### src/rtl/bamcube_pkg.sv
// ----------------------------------------------------------------------------
// bamcube_pkg
// shared types and constants of the bit angle modulation cube scanner
// ----------------------------------------------------------------------------
package bamcube_pkg;

    localparam int CUBE_SIDE_DEF  = 4;
    localparam int BAM_PLANES_DEF = 8;

    localparam int COORD_W       = 2;
    localparam int LEVEL_W       = 8;
    localparam int PLANE_W       = 3;
    localparam int LSEL_W        = 4;
    localparam int INTERVAL_W    = 16;
    localparam int NUM_INTERVALS = 8;
    localparam int IVAL_IDX_W    = 3;
    localparam int CFG_INDEX_W   = 4;

    localparam logic REQ_TICK  = 1'b0;
    localparam logic REQ_WRITE = 1'b1;

    typedef enum logic [1:0] {
        ST_CLEAR,
        ST_IDLE,
        ST_SCAN,
        ST_DRAIN
    } ctrl_state_t;

    typedef struct packed {
        logic clear_wr;
        logic voxel_wr;
        logic scan_load;
        logic rd_en;
        logic advance;
    } dp_cmd_t;

    typedef struct packed {
        logic clear_done;
        logic col_last;
    } dp_status_t;

endpackage

### src/rtl/bamcube_ctrl.sv
// ----------------------------------------------------------------------------
// bamcube_ctrl
// sequencer: clearing sweep after reset, request decode, column scan
// ----------------------------------------------------------------------------
module bamcube_ctrl
    import bamcube_pkg::*;
(
    input  logic       clk,
    input  logic       rst_n,
    input  logic       start,
    input  logic       req_type,
    input  dp_status_t status,
    output dp_cmd_t    cmd,
    output logic       busy
);

    ctrl_state_t state_reg;
    ctrl_state_t state_next;

    always_ff @(posedge clk or negedge rst_n)
    begin
        if (!rst_n)
        begin
            state_reg <= ST_CLEAR;
        end
        else
        begin
            state_reg <= state_next;
        end
    end

    always_comb
    begin
        state_next = state_reg;
        case (state_reg)
            ST_CLEAR:
            begin
                if (status.clear_done)
                begin
                    state_next = ST_IDLE;
                end
            end
            ST_IDLE:
            begin
                if (start && (req_type == REQ_TICK))
                begin
                    state_next = ST_SCAN;
                end
            end
            ST_SCAN:
            begin
                if (status.col_last)
                begin
                    state_next = ST_DRAIN;
                end
            end
            ST_DRAIN:
            begin
                state_next = ST_IDLE;
            end
            default:
            begin
                state_next = ST_IDLE;
            end
        endcase
    end

    always_comb
    begin
        cmd  = '0;
        busy = 1'b1;
        case (state_reg)
            ST_CLEAR:
            begin
                cmd.clear_wr = 1'b1;
            end
            ST_IDLE:
            begin
                busy          = 1'b0;
                cmd.voxel_wr  = start && (req_type == REQ_WRITE);
                cmd.scan_load = start && (req_type == REQ_TICK);
            end
            ST_SCAN:
            begin
                cmd.rd_en = 1'b1;
            end
            ST_DRAIN:
            begin
                cmd.advance = 1'b1;
            end
            default:
            begin
                busy = 1'b1;
            end
        endcase
    end

endmodule

### src/rtl/bamcube_dp.sv
// ----------------------------------------------------------------------------
// bamcube_dp
// frame store, interval registers, plane and layer counters, column scan
// ----------------------------------------------------------------------------
module bamcube_dp
    import bamcube_pkg::*;
#(
    parameter int CUBE_SIDE  = CUBE_SIDE_DEF,
    parameter int BAM_PLANES = BAM_PLANES_DEF
)
(
    input  logic                   clk,
    input  logic                   rst_n,
    input  dp_cmd_t                cmd,
    output dp_status_t             status,
    input  logic [COORD_W-1:0]     voxel_x,
    input  logic [COORD_W-1:0]     voxel_y,
    input  logic [COORD_W-1:0]     voxel_layer,
    input  logic [LEVEL_W-1:0]     red_level,
    input  logic [LEVEL_W-1:0]     green_level,
    input  logic [LEVEL_W-1:0]     blue_level,
    input  logic                   cfg_we,
    input  logic [CFG_INDEX_W-1:0] cfg_index,
    input  logic [INTERVAL_W-1:0]  cfg_data,
    output logic                   result_valid,
    output logic                   red_bit,
    output logic                   green_bit,
    output logic                   blue_bit,
    output logic [LSEL_W-1:0]      layer_select_n,
    output logic [PLANE_W-1:0]     plane_index,
    output logic [INTERVAL_W-1:0]  next_interval,
    output logic                   last
);

    localparam int VOXELS = CUBE_SIDE * CUBE_SIDE * CUBE_SIDE;
    localparam int VIDX_W = $clog2(VOXELS);
    localparam int XY_W   = $clog2(CUBE_SIDE);
    localparam int WORD_W = 3 * LEVEL_W;

    logic [WORD_W-1:0]     store_mem [VOXELS];
    logic [WORD_W-1:0]     rd_data_reg;
    logic                  rd_valid_reg;
    logic                  rd_last_reg;

    logic [VIDX_W-1:0]     clr_addr_reg;
    logic [VIDX_W-1:0]     clr_addr_next;
    logic [XY_W-1:0]       col_x_reg;
    logic [XY_W-1:0]       col_x_next;
    logic [XY_W-1:0]       col_y_reg;
    logic [XY_W-1:0]       col_y_next;
    logic [XY_W-1:0]       layer_reg;
    logic [XY_W-1:0]       layer_next;
    logic [PLANE_W-1:0]    plane_reg;
    logic [PLANE_W-1:0]    plane_next;
    logic [INTERVAL_W-1:0] interval_reg [NUM_INTERVALS];

    logic                  plane_wrap;
    logic [IVAL_IDX_W-1:0] ival_idx;
    logic                  voxel_in_range;
    logic [VIDX_W-1:0]     voxel_addr;
    logic [VIDX_W-1:0]     scan_addr;
    logic                  mem_we;
    logic [VIDX_W-1:0]     mem_waddr;
    logic [WORD_W-1:0]     mem_wdata;
    logic [LEVEL_W-1:0]    rd_red;
    logic [LEVEL_W-1:0]    rd_green;
    logic [LEVEL_W-1:0]    rd_blue;
    logic [1:0]            layer_lo;

    // write path: clearing sweep or voxel write
    assign voxel_in_range = (int'(voxel_x) < CUBE_SIDE) && (int'(voxel_y) < CUBE_SIDE)
                            && (int'(voxel_layer) < CUBE_SIDE);
    assign voxel_addr = VIDX_W'((int'(voxel_x) * CUBE_SIDE + int'(voxel_y)) * CUBE_SIDE
                                + int'(voxel_layer));
    assign scan_addr  = VIDX_W'((int'(col_x_reg) * CUBE_SIDE + int'(col_y_reg)) * CUBE_SIDE
                                + int'(layer_reg));

    assign mem_we    = cmd.clear_wr || (cmd.voxel_wr && voxel_in_range);
    assign mem_waddr = cmd.clear_wr ? clr_addr_reg : voxel_addr;
    assign mem_wdata = cmd.clear_wr ? '0 : {red_level, green_level, blue_level};

    always_ff @(posedge clk)
    begin
        if (mem_we)
        begin
            store_mem[mem_waddr] <= mem_wdata;
        end
    end

    always_ff @(posedge clk)
    begin
        if (cmd.rd_en)
        begin
            rd_data_reg <= store_mem[scan_addr];
        end
    end

    // counters
    assign plane_wrap = (plane_reg == PLANE_W'(BAM_PLANES - 1));
    assign status.clear_done = (clr_addr_reg == VIDX_W'(VOXELS - 1));
    assign status.col_last   = (col_x_reg == '0) && (col_y_reg == '0);

    always_comb
    begin
        clr_addr_next = clr_addr_reg;
        col_x_next    = col_x_reg;
        col_y_next    = col_y_reg;
        plane_next    = plane_reg;
        layer_next    = layer_reg;
        if (cmd.clear_wr)
        begin
            clr_addr_next = clr_addr_reg + VIDX_W'(1);
        end
        if (cmd.scan_load)
        begin
            col_x_next = XY_W'(CUBE_SIDE - 1);
            col_y_next = XY_W'(CUBE_SIDE - 1);
        end
        else if (cmd.rd_en)
        begin
            if (col_y_reg == '0)
            begin
                col_y_next = XY_W'(CUBE_SIDE - 1);
                col_x_next = col_x_reg - XY_W'(1);
            end
            else
            begin
                col_y_next = col_y_reg - XY_W'(1);
            end
        end
        if (cmd.advance)
        begin
            if (plane_wrap)
            begin
                plane_next = '0;
                if (layer_reg == XY_W'(CUBE_SIDE - 1))
                begin
                    layer_next = '0;
                end
                else
                begin
                    layer_next = layer_reg + XY_W'(1);
                end
            end
            else
            begin
                plane_next = plane_reg + PLANE_W'(1);
            end
        end
    end

    always_ff @(posedge clk or negedge rst_n)
    begin
        if (!rst_n)
        begin
            clr_addr_reg <= '0;
            col_x_reg    <= '0;
            col_y_reg    <= '0;
            plane_reg    <= '0;
            layer_reg    <= '0;
            rd_valid_reg <= 1'b0;
            rd_last_reg  <= 1'b0;
        end
        else
        begin
            clr_addr_reg <= clr_addr_next;
            col_x_reg    <= col_x_next;
            col_y_reg    <= col_y_next;
            plane_reg    <= plane_next;
            layer_reg    <= layer_next;
            rd_valid_reg <= cmd.rd_en;
            rd_last_reg  <= cmd.rd_en && status.col_last;
        end
    end

    // interval registers
    always_ff @(posedge clk or negedge rst_n)
    begin
        if (!rst_n)
        begin
            for (int i = 0; i < NUM_INTERVALS; i++)
            begin
                interval_reg[i] <= INTERVAL_W'(1) << i;
            end
        end
        else if (cfg_we && (int'(cfg_index) < NUM_INTERVALS))
        begin
            interval_reg[IVAL_IDX_W'(cfg_index)] <= cfg_data;
        end
    end

    // result beat
    assign ival_idx = plane_wrap ? '0 : IVAL_IDX_W'(plane_reg + PLANE_W'(1));
    assign rd_red   = rd_data_reg[3*LEVEL_W-1:2*LEVEL_W];
    assign rd_green = rd_data_reg[2*LEVEL_W-1:LEVEL_W];
    assign rd_blue  = rd_data_reg[LEVEL_W-1:0];
    assign layer_lo = 2'(layer_reg);

    assign result_valid   = rd_valid_reg;
    assign red_bit        = rd_red[plane_reg];
    assign green_bit      = rd_green[plane_reg];
    assign blue_bit       = rd_blue[plane_reg];
    assign layer_select_n = ~(LSEL_W'(1) << layer_lo);
    assign plane_index    = plane_reg;
    assign next_interval  = interval_reg[ival_idx];
    assign last           = rd_last_reg;

endmodule

### src/rtl/bam_led_cube_scanner_core.sv
// a tick is accepted in the idle state, then the scan state reads the frame store
// once per column and the drain state gives the final result beat; results arrive
// one per cycle, each registered from a frame store read, and cannot be stalled
// a voxel write is taken in the idle state and produces no result
// after reset every word of the frame store is cleared, busy high
// ----------------------------------------------------------------------------
// bam_led_cube_scanner_core
// bit angle modulation scanner for an rgb led cube with serial column output
// ----------------------------------------------------------------------------
module bam_led_cube_scanner_core
    import bamcube_pkg::*;
#(
    parameter int CUBE_SIDE  = CUBE_SIDE_DEF,
    parameter int BAM_PLANES = BAM_PLANES_DEF
)
(
    input  logic                   clk,
    input  logic                   rst_n,
    input  logic                   start,
    output logic                   busy,
    input  logic                   req_type,
    input  logic [COORD_W-1:0]     voxel_x,
    input  logic [COORD_W-1:0]     voxel_y,
    input  logic [COORD_W-1:0]     voxel_layer,
    input  logic [LEVEL_W-1:0]     red_level,
    input  logic [LEVEL_W-1:0]     green_level,
    input  logic [LEVEL_W-1:0]     blue_level,
    input  logic                   cfg_valid,
    output logic                   cfg_ready,
    input  logic [CFG_INDEX_W-1:0] cfg_index,
    input  logic [INTERVAL_W-1:0]  cfg_data,
    output logic                   result_valid,
    output logic                   red_bit,
    output logic                   green_bit,
    output logic                   blue_bit,
    output logic [LSEL_W-1:0]      layer_select_n,
    output logic [PLANE_W-1:0]     plane_index,
    output logic [INTERVAL_W-1:0]  next_interval,
    output logic                   last
);

    dp_cmd_t    cmd;
    dp_status_t status;

    assign cfg_ready = 1'b1;

    // start is only looked at in the idle state, where busy is low
    bamcube_ctrl u_ctrl (
        .clk      (clk),
        .rst_n    (rst_n),
        .start    (start),
        .req_type (req_type),
        .status   (status),
        .cmd      (cmd),
        .busy     (busy)
    );

    bamcube_dp #(
        .CUBE_SIDE  (CUBE_SIDE),
        .BAM_PLANES (BAM_PLANES)
    ) u_dp (
        .clk            (clk),
        .rst_n          (rst_n),
        .cmd            (cmd),
        .status         (status),
        .voxel_x        (voxel_x),
        .voxel_y        (voxel_y),
        .voxel_layer    (voxel_layer),
        .red_level      (red_level),
        .green_level    (green_level),
        .blue_level     (blue_level),
        .cfg_we         (cfg_valid && cfg_ready),
        .cfg_index      (cfg_index),
        .cfg_data       (cfg_data),
        .result_valid   (result_valid),
        .red_bit        (red_bit),
        .green_bit      (green_bit),
        .blue_bit       (blue_bit),
        .layer_select_n (layer_select_n),
        .plane_index    (plane_index),
        .next_interval  (next_interval),
        .last           (last)
    );

endmodule

### config.mk
export PLATFORM = sky130hd
export DESIGN_NAME = bam_led_cube_scanner_core
export DESIGN_NICKNAME = d
export VERILOG_FILES = /design/src/rtl/bamcube_pkg.sv /design/src/rtl/bamcube_ctrl.sv /design/src/rtl/bamcube_dp.sv /design/src/rtl/bam_led_cube_scanner_core.sv
export SDC_FILE = /design/constraint.sdc
export NUM_CORES = 2
export LEC_CHECK = 0
export BUFFER_PORTS_ARGS = -buffer_cell sky130_fd_sc_hd__clkbuf_2
export CAP_MARGIN = 20
export CELL_PAD_IN_SITES_DETAIL_PLACEMENT = 1
export CELL_PAD_IN_SITES_GLOBAL_PLACEMENT = 1
export CORE_UTILIZATION = 37
export DETAILED_ROUTE_END_ITERATION = 10
export GPL_ROUTABILITY_DRIVEN = 0
export HOLD_SLACK_MARGIN = 0.05
export MAX_ROUTING_LAYER = met4
export PLACE_DENSITY_LB_ADDON = 0.2
export SKIP_LAST_GASP = 1
export SLEW_MARGIN = 0
export SYNTH_ARGS = -nofsm -noshare
export SYNTH_HDL_FRONTEND = slang
export SYNTH_SLANG_ARGS = --single-unit
### constraint.sdc
create_clock -name clk -period 6 [get_ports clk]
set_clock_uncertainty 0.2 [all_clocks]
set_input_delay 0 -clock clk [delete_from_list [all_inputs] [get_ports clk]]
set_output_delay 0 -clock clk [all_outputs]
set_load 0.02 [all_outputs]
### Word level (Yosys, flattened, before mapping)

Memory sizes are Yosys's and may differ from the RTL's. A register that Yosys moved wholly into a read port is not among the register bits.
Cells that the tools add are included.
Widths: inputs -> output; s select.

* add/subtract/negate cells: 9
* $lt $le $gt $ge: 5
* eq/ne operators: 9
* shifts and indexed selects: 1
* mux-type cells: 33
* bitwise gates (word level): 4
* reductions and logical operators: 15

Operators with widths (count)
* $bwmux 128: 1
* $bmux 16 s3: 1
* $demux 16 s3: 1
* $mux 16: 3
* $mux 24: 1
* $mux 2: 11
* $add 6x3->6: 2
* $bmux 1 s3: 3
* $mux 1: 9
* $add 4x2->4: 2
* $ge 4x4->1 const B: 2
* $not 3->4: 2
* $pmux 2 s4: 1
* $add 6x1->6 const B: 1
* $eq 2x2->1 const B: 3
* $eq 6x6->1 const B: 1
* $logic_and 1x1->1: 6
* $logic_not 2->1: 3
* $mux 6: 1
* $lt 3x4->1 const B: 1
* $lt 4x1->1 const B: 1
* $lt 4x4->1 const B: 1
* $ne 2x1->1 const B: 2
* $not 4->4: 1
* other kinds (13): 16

* flip-flop bits (word level): 147
* RAM bits: 1536
* output and inout bits: 30
* word-level logic and storage cells: 93
* memories kept: 1

Memories
* u_dp.store_mem: words 64, width 24, read ports 1, clocked after memory_dff 1, wr ports 1, RTL line bamcube_dp.sv:40 `logic [WORD_W-1:0] store_mem [VOXELS];`

### Depth between registers and ports, before layout

* depth after elaboration: 6
* mapped depth: 10

### Cells and area by module

From an unflattened synthesis, not the netlist that was laid out.

* cell total of the unflattened synthesis: 3104
* area total of the unflattened synthesis: 66607.6 µm²

Modules (own cells, without submodules)
* bamcube_dp: times used 1, cells each 3084, area each 66407.4 µm², sequential area each 50483.4 µm²
* bamcube_ctrl: times used 1, cells each 18, area each 188.9 µm², sequential area each 50.0 µm²
* bam_led_cube_scanner_core: times used 1, cells each 2, area each 11.3 µm², sequential area each 0.0 µm²

### Worst setup path after synthesis

OpenSTA, ideal clock, no wires.

* path type: reg-to-reg
* start: reg u_ctrl.state_reg[0]
* end: mem u_dp.store_mem[0][14] (netlist name) (data pin)
* setup time: 514 ps
* data arrival time: 2969 ps
* required time: 5286 ps
* path slack: 2317 ps
* stages on the path, launching flop included: 7
* period minus slack after synthesis: 3683 ps
* cells stage by stage: dfrtp_1 > inv_1 > ha_1 > buf_1 > clkbuf_1 > clkbuf_1 > nor2b_1

* word-level cells in the longest chain between the ends: 3

Ends and longest elaborated chain
* from (decl): RTL line bamcube_ctrl.sv:17 `ctrl_state_t state_reg;`
* from (signal assigned): RTL line bamcube_ctrl.sv:28 `state_reg <= state_next;`
* $logic_not 2->1: RTL line bamcube_ctrl.sv:72 `case (state_reg)`
* $mux 1: RTL line bamcube_ctrl.sv:72
* $mux 24: RTL line bamcube_dp.sv:80 `assign mem_wdata = cmd.clear_wr ? '0 : {red_level, green_level, blue_level};`
* via u_dp.mem_wdata[14]: RTL line bamcube_dp.sv:64 `logic [WORD_W-1:0] mem_wdata;`
* to (decl): RTL line bamcube_dp.sv:40

The timed path passes the listed nets, and every way through them passes these cells.

### Final worst setup path

* start: reg u_dp.plane_reg[0], in the netlist u_dp.plane_index[0]
* end: out next_interval[12]

* word-level cells in the longest chain between the ends: 6
* elaborated cells on any way between the ends: 7
* those cells by class: add/sub (1); eq/ne (1); mux (4); bitwise (1)

Ends and longest elaborated chain
* from (decl): RTL line bamcube_dp.sv:53 `logic [PLANE_W-1:0] plane_reg;`
* from (signal assigned): RTL line bamcube_dp.sv:169 `plane_reg <= plane_next;`
* $add 3x1->3 / $eq 3x3->1 (equally long branches): RTL line bamcube_dp.sv:193, bamcube_dp.sv:99
* $mux 3 (*): RTL line bamcube_dp.sv:193 `assign ival_idx = plane_wrap ? '0 : IVAL_IDX_W'(plane_reg + PLANE_W'(1));`
* $not 3->4 (not written as such) (*): RTL line bamcube_dp.sv:205 `assign next_interval = interval_reg[ival_idx];`
* $bmux 16 s3 (*): RTL line bamcube_dp.sv:205
* $mux 16 (not written as such) (*) (2 in series): RTL line bamcube_dp.sv:205
* to (decl): RTL line bam_led_cube_scanner_core.sv:38 `output logic [INTERVAL_W-1:0] next_interval,`

Mark *: on every way between the ends. The rest lies on a longest branch, timed or not. The select of a mux whose other input is x is not followed.

==> impl_results.md <==
- DR vias: 33.01k
- Avg WL per Cell: 32.68 um
- Setup violations, final: 0
- R2r startpoint: u_ctrl.state_reg[0]
- Hold Path Depth: 5
- Hpwl dp: 116100 um
- Flops & latches, synth: 1707
- Setup TNS: 0 ps
- Synthesized Nets: 3121
- Final Util: 0.4319
- Mapped Cells: 3052
- DRT Wirelength: 192100 um
- # H-tree levels: 4
- Mux share of post-synthesis cell area: 0.1755
- Ys async rst share: 0.08612
- Post-synthesis compound-gate area fraction: 0.02577
- Fillers: 16.52k
- Part of the cycle the worst path needs: 0.6951
- Starting DRC count in detailed routing: 3652
- Die height: 425.7 um
- Total setup buffers inserted after CTS: 0
- Gr usage total: 0.2196
- Initial core utilization: 0.3722
- Max Cap Viol: 0
- Sw Ratio: 0.2022
- Largest register FFs: 1536
- R2R Path End: u_dp.store_mem[27][23]
- Seq pwr share: 0.530
- Main combinational cell family by area after synthesis: multiplexers
- Pwr dens: 321.2 nW/um^2
- Vias in the first global route: 34.87k
- Largest net degree at the start of global routing: 87
- CP Capture Type: output port
- Reg2reg path depth: 7
- Die area: 181200 um^2
- Max clock buf depth: 3
- First-pass DRT Iterations: 7
- Row count: 155
- Final hold violations: 0
- Mapped Area: 66410 um^2
- Core area: 178400 um^2
- Hold path start: voxel_y[1]
- Die X: 425.7 um
- Status: finished clean
- Leak Pwr: 21.54 nW
- Crit Path Max Fanout: 22
- Critical path arrival: 3970 ps
- TritonCTS clock tree: built
- Clock Pin Slew Worst Setup and Hold Paths: 60 ps
- Overflow left after global routing: 0
- RSZ-0062 raised after global routing: false
- Net switching power: 5.005 mW
- Unique masters post-synth: 56
- Sequential element share of the synthesized area: 0.7609
- Synth warn: 0
- R2R Setup Slk: 2100 ps
- Met1 usage: 0.2887
- Min cycle time layout: 4171 ps
- DRT antenna net count: 0
- CTS Sinks: 1707
- Max Freq: 239.8 MHz
- Synth Area in Adders: 0.002638
- First-pass GRT wire length: 270700 um
- Main flop type after synthesis: edfxtp_1
- Final net count: 3442
- CP Launch Type: register
- Boundary Pins: 85
- Clock Power Share: 0.450
- VDD IR max: 260.5 uV
- Number of synthesized flops with an enable pin: 1560
- Worst min-delay path class: in2reg
- Syn_area_per_cell: 21.76 um^2
- XOR/XNOR share of the synthesized area: 0.0007913
- Clk root buf: clkbuf_16
- Slew Viols, Final: 0
- Worst-skew pair later-pin latency: 820 ps
- Worst Tran Pin Value: 1157 ps
- Cts bufs inserted: 178
- Number of remaining DRC errors: 0
- GR Layer Usage met3: 0.03651
- Most used routing layer: met2
- Ratio of cells with drive above 1 in the final layout: 0.3298
- Via density: 5.617
- Area growth from synthesis to layout: 16.05%
- Met2 Usage GRT: 0.3473
- Min-Delay Endpoint: u_dp.store_mem[62][20]
- Initial antenna violation count: 13
- Internal Dissipation: 19.75 mW
- Synth Area in Simple Gates: 0.01899
- Slew Limit Headroom: 0.2089
- Req. time, crit path: 5800 ps
- Port Buffers: 83
- Setup CP Type: reg2out
- Combinational power share: 0.020
## per-stage QoR
step	instances	total power, mW	hold slack, ps	setup slack [ps]	instance area [um^2]
2_1_floorplan	3052	13.63	-495.6	2317	66410
3_5_place_dp	5470	13.82	-97.64	1783	70360
5_1_grt	5875	25.42	92.68	1658	77060
6_report	5877	24.75	82.21	1829	77070
4_1_cts	5872	24.98	186.1	1707	77000
3_3_place_gp	5466	13.75	-132.3	1822	70330
## per-layer routing
| metal | vias to the layer above | part of all wire |
|---|---|---|
| met5 | - | 0 |
| met4 | 0 | 0.034 |
| met3 | 283 | 0.065 |
| met2 | 1246 | 0.49 |
| met1 | 18050 | 0.41 |
| li1 | 13430 | - |
## worst max-delay path: stages (launching register included)
cell and delay (ps):
dfrtp_1 690, ha_2 360, ha_1 210, nor2_2 590
buf_4 460, mux4_2 380, mux2_2 300, clkbuf_2 160
## worst max-delay path by stage
| stage | startpoint | endpoint | slack (ps) | cells after the start |
|---|---|---|---|---|
| floorplan | u_ctrl.state_reg[0] | u_dp.store_mem[0][14] | 2320 | 6 |
| global placement | u_dp.layer_lo[0] | u_dp.rd_data_reg[10] | 1820 | 6 |
| detailed placement | u_ctrl.state_reg[0] | u_dp.store_mem[62][15] | 1780 | 7 |
| CTS | u_dp.plane_index[0] | next_interval[9] | 1710 | 7 |
| global route | u_dp.plane_index[0] | next_interval[9] | 1660 | 7 |
| finish | u_dp.plane_index[0] | next_interval[12] | 1830 | 7 |
## cell type report
type                            count  area, um^2  area share
Clock buffer                      222        4700     0.06098
Inverter                           15       56.30   0.0007306
Multi-Input combinational cell   1170       15220      0.1975
Timing Repair Buffer              301        2426     0.03148
Sequential cell                  1707       50540      0.6558
Tap cell                         2355        2947     0.03823
Antenna cell                        2       5.005  0.00006494
Clock inverter                    105        1172     0.01521
## power groups by stage
stage               combinational [mW]  clock [mW]  sequential, mW
floorplan                        0.317           0            13.3
global placement                 0.429           0            13.3
detailed placement               0.457           0            13.4
CTS                              0.502        11.4            13.1
global route                     0.534        11.8            13.1
finish                           0.493        11.1            13.1
## synth_stat cells, types with 6 or more instances
library cell	number	area share
edfxtp_1	1560	0.71
o22ai_1	92	0.0087
nand2b_1	9	0.00085
nor2b_1	27	0.0025
nand3b_1	6	0.00068
mux4_2	413	0.14
mux4_1	9	0.0036
mux2_2	155	0.026
buf_2	36	0.0027
buf_1	11	0.00062
clkbuf_1	62	0.0035
inv_1	14	0.00079
nand3_1	8	0.00060
nor2_1	117	0.0066
a22o_1	11	0.0015
ha_1	14	0.0026
buf_4	30	0.0034
a31oi_1	6	0.00057
and2_1	11	0.0010
nand2_1	65	0.0037
a21oi_1	18	0.0014
dfstp_2	8	0.0032
a211oi_1	20	0.0023
o221ai_1	7	0.00092
mux2i_1	37	0.0056
a22oi_1	29	0.0033
o21ai_0	53	0.0040
dfrtp_1	139	0.052
nor3_1	11	0.00083
buf_6	12	0.0020
## placed cells by master (no fill, tap or decap), types with 7 or more instances in the layout
cell type | Yosys | routed
edfxtp_1 | 1560 | 1560
mux4_2 | 413 | 413
clkbuf_16 | 0 | 178
mux2_2 | 155 | 155
dfrtp_1 | 139 | 136
buf_4 | 30 | 126
o22ai_1 | 92 | 92
clkbuf_2 | 0 | 82
dlygate4sd3_1 | 0 | 74
nor2_2 | 0 | 65
nand2_1 | 65 | 65
o21ai_0 | 53 | 53
nor2_1 | 117 | 52
mux2i_1 | 37 | 37
clkbuf_1 | 62 | 36
clkinv_1 | 0 | 34
clkinv_2 | 0 | 33
a22oi_1 | 29 | 29
nor2b_4 | 0 | 24
a211oi_1 | 20 | 20
bufinv_16 | 0 | 20
a21oi_1 | 18 | 18
inv_1 | 14 | 13
ha_1 | 14 | 12
nor3_1 | 11 | 11
and2_1 | 11 | 11
a22o_1 | 11 | 11
buf_12 | 4 | 11
nand2b_1 | 9 | 9
mux4_1 | 9 | 9
nand3_1 | 8 | 8
clkbuf_8 | 0 | 8
dfstp_2 | 8 | 8
o221ai_1 | 7 | 7
## logic make-up after synthesis
group	Yosys count
AOI/OAI and AO/OA	262
xor gates and xnor gates	6
adders and majority gates	14
buffers and inverters	175
DFF	1707
muxes	614
other	1
and+or+nand+nor	273
## what timing repair did
action	4_1_cts	5_1_grt
setup endpoints to repair	0	0
gates resized for setup	0	0
endpoints found under the hold margin	1815	0
hold buffers	75	0
No activity file was read; power rests on OpenSTA's default activity.
